`src/hdl/pan_tilt_telemetry_parser_assert.svh`:
```
// Assertion macros for the pan/tilt telemetry parser.
// Each macro expects signals named clk and rst in the using module.
`ifndef PAN_TILT_TELEMETRY_PARSER_ASSERT_SVH
`define PAN_TILT_TELEMETRY_PARSER_ASSERT_SVH

`ifndef ASSERT_OFF

`define PTT_ASSERT_IMP(lbl, prop) \
  lbl: assert property (@(posedge clk) disable iff (rst) prop) \
    else $error("pan/tilt parser assertion failed");

`define PTT_ASSERT_NEXT(lbl, ante, cons) \
  lbl: assert property (@(posedge clk) disable iff (rst) (ante) |=> (cons)) \
    else $error("pan/tilt parser assertion failed");

`else

`define PTT_ASSERT_IMP(lbl, prop)

`define PTT_ASSERT_NEXT(lbl, ante, cons)

`endif

`endif

```
`src/hdl/ptt_pkg.sv`:
```
`timescale 1ns / 1ps
`default_nettype none

package ptt_pkg;

  localparam int NUM_W = 23;
  localparam int DEN_W = 16;
  localparam logic [4:0] DIV_STEPS = 5'(NUM_W);

  localparam logic [7:0] CH_PAN  = 8'h50;
  localparam logic [7:0] CH_TILT = 8'h54;
  localparam logic [7:0] CH_STAR = 8'h2A;
  localparam logic [7:0] CH_HOME = 8'h4B;
  localparam logic [7:0] CH_ZERO = 8'd48;
  localparam logic [7:0] CH_NINE = 8'd57;
  localparam logic [7:0] CH_A    = 8'd65;

  localparam logic [2:0] CFG_PAN_0   = 3'd0;
  localparam logic [2:0] CFG_PAN_90  = 3'd1;
  localparam logic [2:0] CFG_PAN_180 = 3'd2;
  localparam logic [2:0] CFG_PAN_270 = 3'd3;
  localparam logic [2:0] CFG_PAN_360 = 3'd4;
  localparam logic [2:0] CFG_TILT_0  = 3'd5;
  localparam logic [2:0] CFG_TILT_90 = 3'd6;

  localparam logic [15:0] RST_PAN_0   = 16'd1000;
  localparam logic [15:0] RST_PAN_90  = 16'd1250;
  localparam logic [15:0] RST_PAN_180 = 16'd1500;
  localparam logic [15:0] RST_PAN_270 = 16'd1750;
  localparam logic [15:0] RST_PAN_360 = 16'd2000;
  localparam logic [15:0] RST_TILT_0  = 16'd1000;
  localparam logic [15:0] RST_TILT_90 = 16'd2000;

  localparam logic [8:0] HDG_BASE_0   = 9'd0;
  localparam logic [8:0] HDG_BASE_90  = 9'd90;
  localparam logic [8:0] HDG_BASE_180 = 9'd180;
  localparam logic [8:0] HDG_BASE_270 = 9'd270;
  localparam logic [6:0] SLOPE_SHORT  = 7'd89;
  localparam logic [6:0] SLOPE_LONG   = 7'd90;
  localparam logic [6:0] TILT_MAX     = 7'd90;

  typedef enum logic [1:0] {
    FS_IDLE,
    FS_PAN,
    FS_TILT,
    FS_SUM
  } ptt_field_t;

  typedef enum logic [2:0] {
    ST_IDLE,
    ST_SEL,
    ST_MUL,
    ST_DIV,
    ST_FIN
  } ptt_state_t;

  typedef struct packed {
    logic accept;
    logic sel;
    logic start;
    logic step;
    logic load_out;
  } ptt_cmd_t;

endpackage

`default_nettype wire

```
`src/hdl/ptt_div.sv`:
```
`timescale 1ns / 1ps
`default_nettype none

module ptt_div (
  input  wire logic                       clk,
  input  wire logic                       start,
  input  wire logic                       step,
  input  wire logic [ptt_pkg::NUM_W-1:0]  num,
  input  wire logic [ptt_pkg::DEN_W-1:0]  den,
  output logic      [ptt_pkg::NUM_W-1:0]  quo
);

  logic [ptt_pkg::NUM_W-1:0] dvd_q;
  logic [ptt_pkg::DEN_W-1:0] rem;
  logic [ptt_pkg::DEN_W-1:0] den_r;
  logic [ptt_pkg::DEN_W:0]   rem_sh;
  logic [ptt_pkg::DEN_W:0]   diff;
  logic                      fits;

  assign rem_sh = {rem, dvd_q[ptt_pkg::NUM_W-1]};
  assign diff   = rem_sh - {1'b0, den_r};
  assign fits   = rem_sh >= {1'b0, den_r};
  assign quo    = dvd_q;

  always_ff @(posedge clk) begin
    if (start) begin
      dvd_q <= num;
      rem   <= '0;
      den_r <= den;
    end else if (step) begin
      dvd_q <= {dvd_q[ptt_pkg::NUM_W-2:0], fits};
      rem   <= fits ? diff[ptt_pkg::DEN_W-1:0] : rem_sh[ptt_pkg::DEN_W-1:0];
    end
  end

endmodule

`default_nettype wire

```
`src/hdl/ptt_ctrl.sv`:
```
`timescale 1ns / 1ps
`default_nettype none

module ptt_ctrl (
  input  wire logic              clk,
  input  wire logic              rst,
  input  wire logic              s_valid,
  output logic                   s_ready,
  output logic                   m_valid,
  input  wire logic              m_ready,
  output ptt_pkg::ptt_cmd_t      cmd
);

  ptt_pkg::ptt_state_t state;
  ptt_pkg::ptt_state_t state_next;
  logic [4:0]          step_cnt;
  logic [4:0]          step_cnt_next;
  logic                out_valid;
  logic                out_valid_next;

  always_ff @(posedge clk) begin
    if (rst) begin
      state     <= ptt_pkg::ST_IDLE;
      step_cnt  <= '0;
      out_valid <= 1'b0;
    end else begin
      state     <= state_next;
      step_cnt  <= step_cnt_next;
      out_valid <= out_valid_next;
    end
  end

  always_comb begin
    state_next = state;
    cmd        = '0;
    s_ready    = 1'b0;
    unique case (state)
      ptt_pkg::ST_IDLE: begin
        s_ready = 1'b1;
        if (s_valid) begin
          cmd.accept = 1'b1;
          state_next = ptt_pkg::ST_SEL;
        end
      end
      ptt_pkg::ST_SEL: begin
        cmd.sel    = 1'b1;
        state_next = ptt_pkg::ST_MUL;
      end
      ptt_pkg::ST_MUL: begin
        cmd.start  = 1'b1;
        state_next = ptt_pkg::ST_DIV;
      end
      ptt_pkg::ST_DIV: begin
        cmd.step = 1'b1;
        if (step_cnt == ptt_pkg::DIV_STEPS - 5'd1) begin
          state_next = ptt_pkg::ST_FIN;
        end
      end
      ptt_pkg::ST_FIN: begin
        if (!out_valid || m_ready) begin
          cmd.load_out = 1'b1;
          state_next   = ptt_pkg::ST_IDLE;
        end
      end
      default: begin
        state_next = ptt_pkg::ST_IDLE;
      end
    endcase
  end

  always_comb begin
    step_cnt_next = step_cnt;
    if (cmd.start) begin
      step_cnt_next = '0;
    end else if (cmd.step) begin
      step_cnt_next = step_cnt + 5'd1;
    end
  end

  always_comb begin
    out_valid_next = out_valid;
    if (cmd.load_out) begin
      out_valid_next = 1'b1;
    end else if (m_ready) begin
      out_valid_next = 1'b0;
    end
  end

  assign m_valid = out_valid;

`include "pan_tilt_telemetry_parser_assert.svh"

  `PTT_ASSERT_NEXT(a_accept_to_sel, s_valid && s_ready, state == ptt_pkg::ST_SEL)
  `PTT_ASSERT_IMP(a_load_when_free, cmd.load_out |-> (!out_valid || m_ready))
  `PTT_ASSERT_IMP(a_step_range, (state == ptt_pkg::ST_DIV) |-> (step_cnt < ptt_pkg::DIV_STEPS))
  `PTT_ASSERT_NEXT(a_load_sets_valid, cmd.load_out, out_valid)

endmodule

`default_nettype wire

```
`src/hdl/ptt_dp.sv`:
```
`timescale 1ns / 1ps
`default_nettype none

module ptt_dp (
  input  wire logic              clk,
  input  wire logic              rst,
  input  wire ptt_pkg::ptt_cmd_t cmd,
  input  wire logic [7:0]        rx_byte,
  input  wire logic              cfg_wr,
  input  wire logic [2:0]        cfg_index,
  input  wire logic [15:0]       cfg_data,
  output logic                   fix_event,
  output logic                   home_event,
  output logic [8:0]             heading_deg,
  output logic [6:0]             tilt_deg
);

  logic [15:0] p0, p90, p180, p270, p360, t0, t90;

  ptt_pkg::ptt_field_t field_state, field_state_next;
  logic [15:0] pan_pulse, pan_pulse_next;
  logic [15:0] tilt_pulse, tilt_pulse_next;
  logic [7:0]  received_sum, received_sum_next;
  logic [7:0]  computed_sum, computed_sum_next;
  logic [1:0]  hex_digit_count, hex_digit_count_next;
  logic        fix_flag, fix_flag_next;
  logic        home_flag, home_flag_next;

  logic [15:0] pan_dec, tilt_dec;
  logic [7:0]  hex_d;

  logic [15:0] h_a, h_b;
  logic [8:0]  h_base;
  logic        h_long, h_oor;
  logic [16:0] t_diff, t_den;
  logic [15:0] h_a_sel, h_b_sel;
  logic [8:0]  h_base_sel;
  logic        h_long_sel;

  logic        h_zero, t_zero, t_neg;
  logic [15:0] h_dx, h_den;
  logic [15:0] t_mag, t_den_mag;
  logic [16:0] t_diff_neg, t_den_neg;
  logic [ptt_pkg::NUM_W-1:0] h_num, t_num;
  logic [ptt_pkg::NUM_W-1:0] h_quo, t_quo;

  logic [8:0]  heading_val;
  logic [6:0]  tilt_val;

  always_ff @(posedge clk) begin
    if (rst) begin
      p0   <= ptt_pkg::RST_PAN_0;
      p90  <= ptt_pkg::RST_PAN_90;
      p180 <= ptt_pkg::RST_PAN_180;
      p270 <= ptt_pkg::RST_PAN_270;
      p360 <= ptt_pkg::RST_PAN_360;
      t0   <= ptt_pkg::RST_TILT_0;
      t90  <= ptt_pkg::RST_TILT_90;
    end else if (cfg_wr) begin
      unique case (cfg_index)
        ptt_pkg::CFG_PAN_0:   p0   <= cfg_data;
        ptt_pkg::CFG_PAN_90:  p90  <= cfg_data;
        ptt_pkg::CFG_PAN_180: p180 <= cfg_data;
        ptt_pkg::CFG_PAN_270: p270 <= cfg_data;
        ptt_pkg::CFG_PAN_360: p360 <= cfg_data;
        ptt_pkg::CFG_TILT_0:  t0   <= cfg_data;
        ptt_pkg::CFG_TILT_90: t90  <= cfg_data;
        default: begin
        end
      endcase
    end
  end

  assign pan_dec  = pan_pulse * 16'd10 + {8'd0, rx_byte} - {8'd0, ptt_pkg::CH_ZERO};
  assign tilt_dec = tilt_pulse * 16'd10 + {8'd0, rx_byte} - {8'd0, ptt_pkg::CH_ZERO};
  assign hex_d    = (rx_byte >= ptt_pkg::CH_ZERO && rx_byte <= ptt_pkg::CH_NINE) ?
                    rx_byte - ptt_pkg::CH_ZERO : rx_byte - ptt_pkg::CH_A + 8'd10;

  always_comb begin
    field_state_next     = field_state;
    pan_pulse_next       = pan_pulse;
    tilt_pulse_next      = tilt_pulse;
    received_sum_next    = received_sum;
    computed_sum_next    = computed_sum;
    hex_digit_count_next = hex_digit_count;
    fix_flag_next        = 1'b0;
    home_flag_next       = 1'b0;
    priority if (rx_byte == ptt_pkg::CH_PAN) begin
      pan_pulse_next       = '0;
      field_state_next     = ptt_pkg::FS_PAN;
      received_sum_next    = '0;
      computed_sum_next    = ptt_pkg::CH_PAN;
      hex_digit_count_next = '0;
    end else if (rx_byte == ptt_pkg::CH_TILT) begin
      tilt_pulse_next   = '0;
      field_state_next  = ptt_pkg::FS_TILT;
      computed_sum_next = computed_sum ^ ptt_pkg::CH_TILT;
    end else if (rx_byte == ptt_pkg::CH_STAR) begin
      hex_digit_count_next = '0;
      field_state_next     = ptt_pkg::FS_SUM;
    end else if (hex_digit_count == 2'd2) begin
      fix_flag_next    = (computed_sum == received_sum);
      field_state_next = ptt_pkg::FS_IDLE;
    end else if (rx_byte == ptt_pkg::CH_HOME) begin
      home_flag_next = 1'b1;
    end else if (field_state == ptt_pkg::FS_PAN) begin
      pan_pulse_next    = pan_dec;
      computed_sum_next = computed_sum ^ rx_byte;
    end else if (field_state == ptt_pkg::FS_TILT) begin
      tilt_pulse_next   = tilt_dec;
      computed_sum_next = computed_sum ^ rx_byte;
    end else if (field_state == ptt_pkg::FS_SUM) begin
      received_sum_next    = {received_sum[3:0], 4'd0} + hex_d;
      hex_digit_count_next = hex_digit_count + 2'd1;
    end else begin
    end
  end

  always_ff @(posedge clk) begin
    if (rst) begin
      field_state     <= ptt_pkg::FS_IDLE;
      pan_pulse       <= '0;
      tilt_pulse      <= '0;
      received_sum    <= '0;
      computed_sum    <= '0;
      hex_digit_count <= '0;
      fix_flag        <= 1'b0;
      home_flag       <= 1'b0;
    end else if (cmd.accept) begin
      field_state     <= field_state_next;
      pan_pulse       <= pan_pulse_next;
      tilt_pulse      <= tilt_pulse_next;
      received_sum    <= received_sum_next;
      computed_sum    <= computed_sum_next;
      hex_digit_count <= hex_digit_count_next;
      fix_flag        <= fix_flag_next;
      home_flag       <= home_flag_next;
    end
  end

  always_comb begin
    priority if (pan_pulse < p90) begin
      h_a_sel    = p0;
      h_b_sel    = p90 - 16'd1;
      h_base_sel = ptt_pkg::HDG_BASE_0;
      h_long_sel = 1'b0;
    end else if (pan_pulse < p180) begin
      h_a_sel    = p90;
      h_b_sel    = p180 - 16'd1;
      h_base_sel = ptt_pkg::HDG_BASE_90;
      h_long_sel = 1'b0;
    end else if (pan_pulse < p270) begin
      h_a_sel    = p180;
      h_b_sel    = p270 - 16'd1;
      h_base_sel = ptt_pkg::HDG_BASE_180;
      h_long_sel = 1'b0;
    end else begin
      h_a_sel    = p270;
      h_b_sel    = p360;
      h_base_sel = ptt_pkg::HDG_BASE_270;
      h_long_sel = 1'b1;
    end
  end

  always_ff @(posedge clk) begin
    if (cmd.sel) begin
      h_a    <= h_a_sel;
      h_b    <= h_b_sel;
      h_base <= h_base_sel;
      h_long <= h_long_sel;
      h_oor  <= (pan_pulse < p0) || (pan_pulse > p360);
      t_diff <= {1'b0, tilt_pulse} - {1'b0, t0};
      t_den  <= {1'b0, t90} - {1'b0, t0};
    end
  end

  assign h_dx       = pan_pulse - h_a;
  assign h_den      = h_b - h_a;
  assign t_diff_neg = ~t_diff + 17'd1;
  assign t_den_neg  = ~t_den + 17'd1;
  assign t_mag      = t_diff[16] ? t_diff_neg[15:0] : t_diff[15:0];
  assign t_den_mag  = t_den[16] ? t_den_neg[15:0] : t_den[15:0];
  assign h_num      = ptt_pkg::NUM_W'(h_dx) * ptt_pkg::NUM_W'(h_long ? ptt_pkg::SLOPE_LONG
                                                               : ptt_pkg::SLOPE_SHORT);
  assign t_num      = ptt_pkg::NUM_W'(t_mag) * ptt_pkg::NUM_W'(ptt_pkg::TILT_MAX);

  always_ff @(posedge clk) begin
    if (cmd.start) begin
      h_zero <= (h_den == 16'd0);
      t_zero <= (t_den == 17'd0);
      t_neg  <= t_diff[16] ^ t_den[16];
    end
  end

  ptt_div u_hdg_div (
    .clk   (clk),
    .start (cmd.start),
    .step  (cmd.step),
    .num   (h_num),
    .den   (h_den),
    .quo   (h_quo)
  );

  ptt_div u_tilt_div (
    .clk   (clk),
    .start (cmd.start),
    .step  (cmd.step),
    .num   (t_num),
    .den   (t_den_mag),
    .quo   (t_quo)
  );

  always_comb begin
    priority if (h_oor) begin
      heading_val = '0;
    end else if (h_zero) begin
      heading_val = h_base;
    end else begin
      heading_val = h_base + {2'd0, h_quo[6:0]};
    end
  end

  always_comb begin
    priority if (t_zero || t_neg) begin
      tilt_val = '0;
    end else if (t_quo > ptt_pkg::NUM_W'(ptt_pkg::TILT_MAX)) begin
      tilt_val = ptt_pkg::TILT_MAX;
    end else begin
      tilt_val = t_quo[6:0];
    end
  end

  always_ff @(posedge clk) begin
    if (cmd.load_out) begin
      fix_event   <= fix_flag;
      home_event  <= home_flag;
      heading_deg <= heading_val;
      tilt_deg    <= tilt_val;
    end
  end

endmodule

`default_nettype wire

```
`src/hdl/pan_tilt_telemetry_parser.sv`:
```
// Each byte runs through the select, multiply and divide states (the 23 steps of the radix-2
// map dividers) and the finish state, which loads the result when the output register is free.
// Only then is the next byte taken, also while the previous result waits in the output register.
// Reset (rst, synchronous, active high) clears the frame state and loads the default
// pulse widths for all seven map registers; no clearing pass is needed.
`timescale 1ns / 1ps
`default_nettype none

module pan_tilt_telemetry_parser (
  input  wire logic        clk,
  input  wire logic        rst,
  input  wire logic        s_axis_tvalid,
  output logic             s_axis_tready,
  input  wire logic [7:0]  s_axis_tdata,   // [7:0] rx_byte
  output logic             m_axis_tvalid,
  input  wire logic        m_axis_tready,
  output logic [23:0]      m_axis_tdata,   // [0] fix_event, [1] home_event,
                                           // [10:2] heading_deg, [17:11] tilt_deg
  input  wire logic        cfg_valid,
  output logic             cfg_ready,
  input  wire logic [2:0]  cfg_index,
  input  wire logic [15:0] cfg_data
);

  ptt_pkg::ptt_cmd_t cmd;
  logic              fix_event;
  logic              home_event;
  logic [8:0]        heading_deg;
  logic [6:0]        tilt_deg;

  assign cfg_ready = 1'b1;

  ptt_ctrl u_ctrl (
    .clk     (clk),
    .rst     (rst),
    .s_valid (s_axis_tvalid),
    .s_ready (s_axis_tready),
    .m_valid (m_axis_tvalid),
    .m_ready (m_axis_tready),
    .cmd     (cmd)
  );

  ptt_dp u_dp (
    .clk         (clk),
    .rst         (rst),
    .cmd         (cmd),
    .rx_byte     (s_axis_tdata),
    .cfg_wr      (cfg_valid && cfg_ready),
    .cfg_index   (cfg_index),
    .cfg_data    (cfg_data),
    .fix_event   (fix_event),
    .home_event  (home_event),
    .heading_deg (heading_deg),
    .tilt_deg    (tilt_deg)
  );

  assign m_axis_tdata = {6'd0, tilt_deg, heading_deg, home_event, fix_event};

endmodule

`default_nettype wire

```
`config.mk`:
```
export PLATFORM = sky130hd
export DESIGN_NAME = pan_tilt_telemetry_parser
export DESIGN_NICKNAME = d
export VERILOG_FILES = /design/src/hdl/ptt_pkg.sv /design/src/hdl/ptt_div.sv /design/src/hdl/ptt_ctrl.sv /design/src/hdl/ptt_dp.sv /design/src/hdl/pan_tilt_telemetry_parser.sv
export VERILOG_INCLUDE_DIRS = /design/src /design/src/hdl
export SDC_FILE = /design/constraint.sdc
export NUM_CORES = 1
export LEC_CHECK = 0
export ABC_AREA = 1
export BUFFER_PORTS_ARGS = -buffer_cell sky130_fd_sc_hd__buf_2
export CAP_MARGIN = 20
export CORE_AREA = 4 4 255 257
export DETAILED_ROUTE_END_ITERATION = 10
export DIE_AREA = 0 0 259 261
export PLACE_DENSITY_LB_ADDON = 0.08
export SLEW_MARGIN = 20
export SYNTH_ARGS = -nofsm -noshare
export SYNTH_HDL_FRONTEND = slang
export SYNTH_SLANG_ARGS = --single-unit
```
`constraint.sdc`:
```
create_clock -name clk -period 6.6 [get_ports clk]
set_input_delay 1.65 -clock clk [delete_from_list [all_inputs] [get_ports clk]]
set_output_delay 1.65 -clock clk [all_outputs]
set_load 0.1 [all_outputs]
```
==> flow_summary.toml, run 1 <==
[clock_tree]
cts_setup_buffers = 0
numCtsBuffers = 48
cts.sinks = 379
cts_tree = "built"
cts_resized = 0
path_clk_slew_ns = 0.06
root_buffer = "clkbuf_16"
clk_path_buf_depth = 3
hold_buffers = 0
h-tree-depth = 2
clk-insertion-delay-late_ns = 0.58

[timing]
slew_headroom_pct = 26.4
clock.fmax_mhz = 164
finalHoldViolations = 0
finClkSkew_ns = 0.0269
final.period_utilization_pct = 92.4
hold_ws_ns = 0.444
maxSlewViolCount = 0
worst_pin_slew_ns = 1.10
timing.final.crit_period_ns = 6.10
rsz0062_at_grt = "false"
tns_ns = 0
setup_violations = 0

[detailed_routing]
via_count = 26652
drt_iter0_markers = 1812
routed_via_density = 5.25
drcViolationCount = 0
wl_met3_mm = 4.22
drt-total-wl_mm = 80.4
wl_met2_mm = 35.5
wl_per_cell_um = 15.8
top_layer = "met4"
first_pass_iters = 5
wl_met1_mm = 38.6
route.antenna.remaining_nets = 0

[power_and_ir_drop]
p_leak_uw = 0.0167
power-per-cell-area_nw_per_um2 = 255
worst_ir_drop_vdd_mv = 0.224

[logic_synthesis]
mappedNetlistArea_um2 = 31200
syn_inst = 4155
ys_seq_area_share_pct = 29.8
synth.ff_latch_count = 379
synth_area_leaders = "edfxtp_1 (16%), ha_1 (15%), dfxtp_1 (13%), nand2_1 (11%), inv_1 (7.4%)"
syn_area_per_cell_um2 = 7.52
async_reset_ff_share_pct = 0
yosysTopAreaCell = "edfxtp_1"
synth_cell_types = 56
synth_edf_count = 171
yosysWarnings = 0
synth_top_area_share_pct = 16.4
synth_flop_cell = "dfxtp_1"

[worst_hold_path]
hp-start = "u_dp.fix_flag$_SDFFE_PP0P_"
holdPathStages = 0
hold_path.class = "flop to flop"

[critical_path]
worst_ep_arrival_time_ns = 6.42
cp.required_ns = 6.92
path_class = "flop to flop"
cp_max_fo = 7
r2r-end = "u_dp.u_hdg_div.quo[18]$_DFFE_PP_"
critPathLaunchType = "flop"
crit_top_cell = "inv_1"
slowest_stage = "fa_1"
reg2reg_depth = 26
crit_path_end = "u_dp.u_hdg_div.quo[18]$_DFFE_PP_"
critPathMaxStageDelay_ns = 0.53
reg2reg_slack_ns = 0.50
startpoint = "u_dp.pan_pulse[0]$_SDFFE_PP0P_"
r2r-start = "u_dp.pan_pulse[0]$_SDFFE_PP0P_"
end_kind = "flop"

[global_routing]
grt_max_degree = 70
grt_antenna_before_repair = 1
grt_usage_pct = 23.7
grt_overflow = 0
grt_pass1_wl_mm = 131
grt_pass1_vias = 25518

[floorplan]
num_rows = 92
ios = 59
die_area_um2 = 67600
coreArea_um2 = 62700
die_x_um = 259
fp.dieH_um = 261
initial_core_util_pct = 49.8

[finish]
layout_commonest_cell = "nand2_1"
post_route_cells_drive_above_1_share_pct = 5.24
nNetsFinal = 4690
fillers = 6151
diodes = 0
area_delta_synth_final_pct = 9.05
instances_no_fill = 5080
fin_util_pct = 54.3
final_cell_mix = "nand2_1 (932), inv_1 (615), ha_1 (387)"

[placement]
io_buffers = 51
gp_congestion = 0.905
dpl.hpwl_mm = 63.8
place_inst = 4991

[outcome]
status = "completed"

[job]
cap_violations = 0
-- critical path, delay by kind of cell, from the launching register on --
family / cells / cell delay [ns]
AND/OR/NAND/NOR: 7 / 0.78
XOR/XNOR: 1 / 0.44
AO/OA/AOI/OAI: 4 / 1.00
flip-flops: 1 / 0.39
adder cells (fa/ha/maj): 7 / 2.67
buffers and inverters: 7 / 0.56
-- sequential cells by signal (all words and copies together), names as in the netlist, 17 cells and up --
signal               count
u_dp.u_hdg_div.quo      23
u_dp.u_tilt_div.quo     23
u_dp.t_den              17
u_dp.t_diff             17
-- per-layer routing --
metal / track usage, % / vias up
li1: - / 13854
met1: 33.8 / 12103
met2: 38.4 / 575
met3: 2.80 / 120
met4: 6.27 / 0
met5: 0 / -
-- synthesized netlist by cell type, types with 7 or more instances --
| library cell | n |
|---|---|
| xor2_1 | 120 |
| or2_2 | 27 |
| inv_1 | 615 |
| o21ai_0 | 230 |
| buf_2 | 15 |
| nand3b_1 | 9 |
| a21boi_0 | 8 |
| nor4_1 | 10 |
| a31oi_1 | 17 |
| nand3_1 | 291 |
| nand2_1 | 933 |
| clkbuf_1 | 64 |
| nor2_1 | 279 |
| dfxtp_1 | 208 |
| inv_2 | 9 |
| edfxtp_1 | 171 |
| nor3b_1 | 7 |
| nand4_1 | 65 |
| o21bai_1 | 20 |
| xnor2_1 | 56 |
| fa_1 | 76 |
| nor3_1 | 51 |
| o21a_1 | 8 |
| a21o_1 | 15 |
| o211ai_1 | 52 |
| a21oi_1 | 326 |
| buf_4 | 14 |
| ha_1 | 387 |
| o31ai_1 | 8 |
-- cell type report --
class | instances | area (um^2) | share of cell area (%)
Sequential cell | 379 | 9300 | 27.3
Clock inverter | 23 | 313 | 0.918
Inverter | 630 | 2370 | 6.94
Timing Repair Buffer | 81 | 480 | 1.41
Tap cell | 846 | 1060 | 3.11
Multi-Input combinational cell | 3055 | 19200 | 56.3
Clock buffer | 66 | 1360 | 3.99
-- how the worst min path moves through the flow --
stage	endpoint	slack (ns)
2_1_floorplan	u_dp.home_event$_DFFE_PP_	0.40
3_3_place_gp	u_dp.fix_event$_DFFE_PP_	0.42
3_5_place_dp	u_dp.fix_event$_DFFE_PP_	0.43
4_1_cts	u_dp.fix_event$_DFFE_PP_	0.44
5_1_grt	u_dp.fix_event$_DFFE_PP_	0.46
6_report	u_dp.fix_event$_DFFE_PP_	0.44
-- per-stage QoR --
| stage | worst slack [ns] | cell area (um^2) | power (uW) |
|---|---|---|---|
| finish | 0.502 | 34100 | 8700 |
| floorplan | 0.554 | 31300 | 5220 |
| global route | 0.0895 | 34100 | 9370 |
| CTS | 0.563 | 34100 | 8770 |
| detailed placement | 0.578 | 32400 | 5960 |
| global placement | 0.702 | 32400 | 5950 |
-- report_power, final --
part | switching, uW | internal (uW) | total, uW
logic | 2030 | 1140 | 3170
registers | 88.6 | 2680 | 2770
clock network | 1050 | 1720 | 2770
total | 3170 | 5530 | 8700
-- logic make-up after synthesis --
family                     share of synthesized area [%]
DFF                                                 29.8
buffers and inverters                               9.01
AOI/OAI and AO/OA                                   12.8
xor gates and xnor gates                            4.93
other                                             0.0240
adders and majority gates                           20.4
and+or+nand+nor                                     23.1
Power figures use the tool's default switching activity.
==> inputs of run 2 (changes only) <==
==> constraint.sdc (replaced) <==
create_clock -name clk -period 6.6 [get_ports clk]
set_input_delay 0.33 -clock clk [delete_from_list [all_inputs] [get_ports clk]]
set_output_delay 0.33 -clock clk [all_outputs]
set_load 0.1 [all_outputs]
==> run 2 against run 1 <==
Register-to-register slack better by 0.03 ns; combinational power hardly changed; sequential share of layout area hardly changed; first-iteration DRC count is 3.8% lower; core utilization is 0.052 points lower; largest power group unchanged.
==> flow_summary.toml, run 2 (synthesized netlist as in run 1, its figures left out) <==
[outcome]
status = "completed"

[power_and_ir_drop]
clockPowerShare_pct = 31.6
p_leak_uw = 0.0167
worst_ir_drop_vdd_mv = 0.188
internal_power_uw = 5480
seqPwrFrac_pct = 31.9
swShare_pct = 36.8
power-per-cell-area_nw_per_um2 = 255
combPwrFrac_pct = 36.5
p_switching_uw = 3190

[finish]
area_delta_synth_final_pct = 8.94
final_cell_mix = "nand2_1 (932), inv_1 (615), ha_1 (387)"
fin_util_pct = 54.3
diodes = 0
layout_commonest_cell = "nand2_1"
final_cell_area_um2 = 34000
instances_no_fill = 5078
nNetsFinal = 4689
post_route_cells_drive_above_1_share_pct = 5.17

[timing]
timing.final.crit_period_ns = 6.07
finalHoldViolations = 0
finClkSkew_ns = 0.0315
clock.fmax_mhz = 165
setup_violations = 0
final.period_utilization_pct = 91.9
maxSlewViolCount = 0
rsz0062_at_grt = "false"
hold_ws_ns = 0.0643
tns_ns = 0
slew_headroom_pct = 25.8
worst_pin_slew_ns = 1.11

[clock_tree]
clk-insertion-delay-late_ns = 0.59
hold_buffers = 0
clk_path_buf_depth = 3
path_clk_slew_ns = 0.06
numCtsBuffers = 47
h-tree-depth = 2
cts.sinks = 379
cts_resized = 0
cts_tree = "built"
root_buffer = "clkbuf_16"
cts_setup_buffers = 0

[floorplan]
die_area_um2 = 67600
num_rows = 92
coreArea_um2 = 62700
fp.dieH_um = 261
initial_core_util_pct = 49.8
die_x_um = 259
ios = 59

[global_routing]
grt_pass1_vias = 25375
grt_usage_pct = 23.5
grt_max_degree = 70
grt_overflow = 0
grt_antenna_before_repair = 1
grt_pass1_wl_mm = 130

[placement]
gp_congestion = 0.904
place_inst = 4991
placed_cell_area_um2 = 32400
io_buffers = 51
dpl.hpwl_mm = 63.4

[critical_path]
cp_max_fo = 7
path_class = "flop to flop"
worst_ep_arrival_time_ns = 6.40
reg2reg_depth = 26
end_kind = "flop"
slowest_stage = "fa_1"
cp.required_ns = 6.94
critPathLaunchType = "flop"
critPathMaxStageDelay_ns = 0.52
crit_top_cell = "inv_1"

[detailed_routing]
routed_via_density = 5.21
drcViolationCount = 0
drt-total-wl_mm = 79.9
via_count = 26446
route.antenna.remaining_nets = 0
wl_per_cell_um = 15.7
first_pass_iters = 5
drt_iter0_markers = 1743

[worst_hold_path]
holdPathStages = 4
hold_path.class = "primary input to flop"

[job]
cap_violations = 0
## run 2: cell count changes in the layout (fill, tap and decap cells not counted)
cell,change
clkbuf_8,-7
inv_8,+1
inv_6,-1
clkinv_8,+1
clkinv_4,+5
clkbuf_16,-2
clkbuf_1,-4
inv_4,-2
clkinv_1,+5
bufinv_16,+2
## run 2: worst paths after layout
check                                                     from                                to  slack [ns]
worst max-delay path            u_dp.pan_pulse[0]$_SDFFE_PP0P_  u_dp.u_hdg_div.quo[18]$_DFFE_PP_        0.53
worst min register to register      u_dp.fix_flag$_SDFFE_PP0P_          u_dp.fix_event$_DFFE_PP_        0.43
worst max register to register  u_dp.pan_pulse[0]$_SDFFE_PP0P_  u_dp.u_hdg_div.quo[18]$_DFFE_PP_        0.53
worst min-delay path                             m_axis_tready       u_ctrl.m_valid$_SDFFE_PP0P_        0.06
## run 2: cell type report
type	instances	area (um^2)
clock inverter	34	442
tap	846	1060
clock buffer	53	1200
fill	6151	28700
timing repair buffer	81	480
inverter	630	2370
sequential	379	9300
multi-input combinational	3055	19200
## run 2: power by group through the flow
| stage | Clock, uW | Combinational, uW | Sequential (uW) |
|---|---|---|---|
| 5_1_grt | 2900 | 3640 | 2780 |
| 6_report | 2750 | 3170 | 2760 |
| 2_1_floorplan | 0 | 2420 | 2800 |
| 3_5_place_dp | 0 | 3150 | 2810 |
| 3_3_place_gp | 0 | 3140 | 2810 |
| 4_1_cts | 2810 | 3170 | 2770 |
## run 2: metal layers
metal  up-vias  global-route usage [%]  share of wire [%]
met5         -                       0                  0
met4         0                    5.17                2.1
met3        92                    3.59                5.4
met2       503                    38.4                 44
met1     12000                    33.3                 48
li1      13851                       -                  -
## run 2: worst max-delay path: cells and delay by family (launching register included)
kind,cells,cell delay [ns]
AO/OA/AOI/OAI,4,1.00
XOR/XNOR,1,0.39
adder cells (fa/ha/maj),7,2.66
buffers and inverters,7,0.55
flip-flops,1,0.40
AND/OR/NAND/NOR,7,0.78
## run 2: through the flow
step / worst slack [ns] / power (uW)
6_report: 0.533 / 8680
5_1_grt: 0.115 / 9330
4_1_cts: 0.581 / 8750
3_5_place_dp: 0.591 / 5960
3_3_place_gp: 0.700 / 5950
2_1_floorplan: 0.554 / 5220
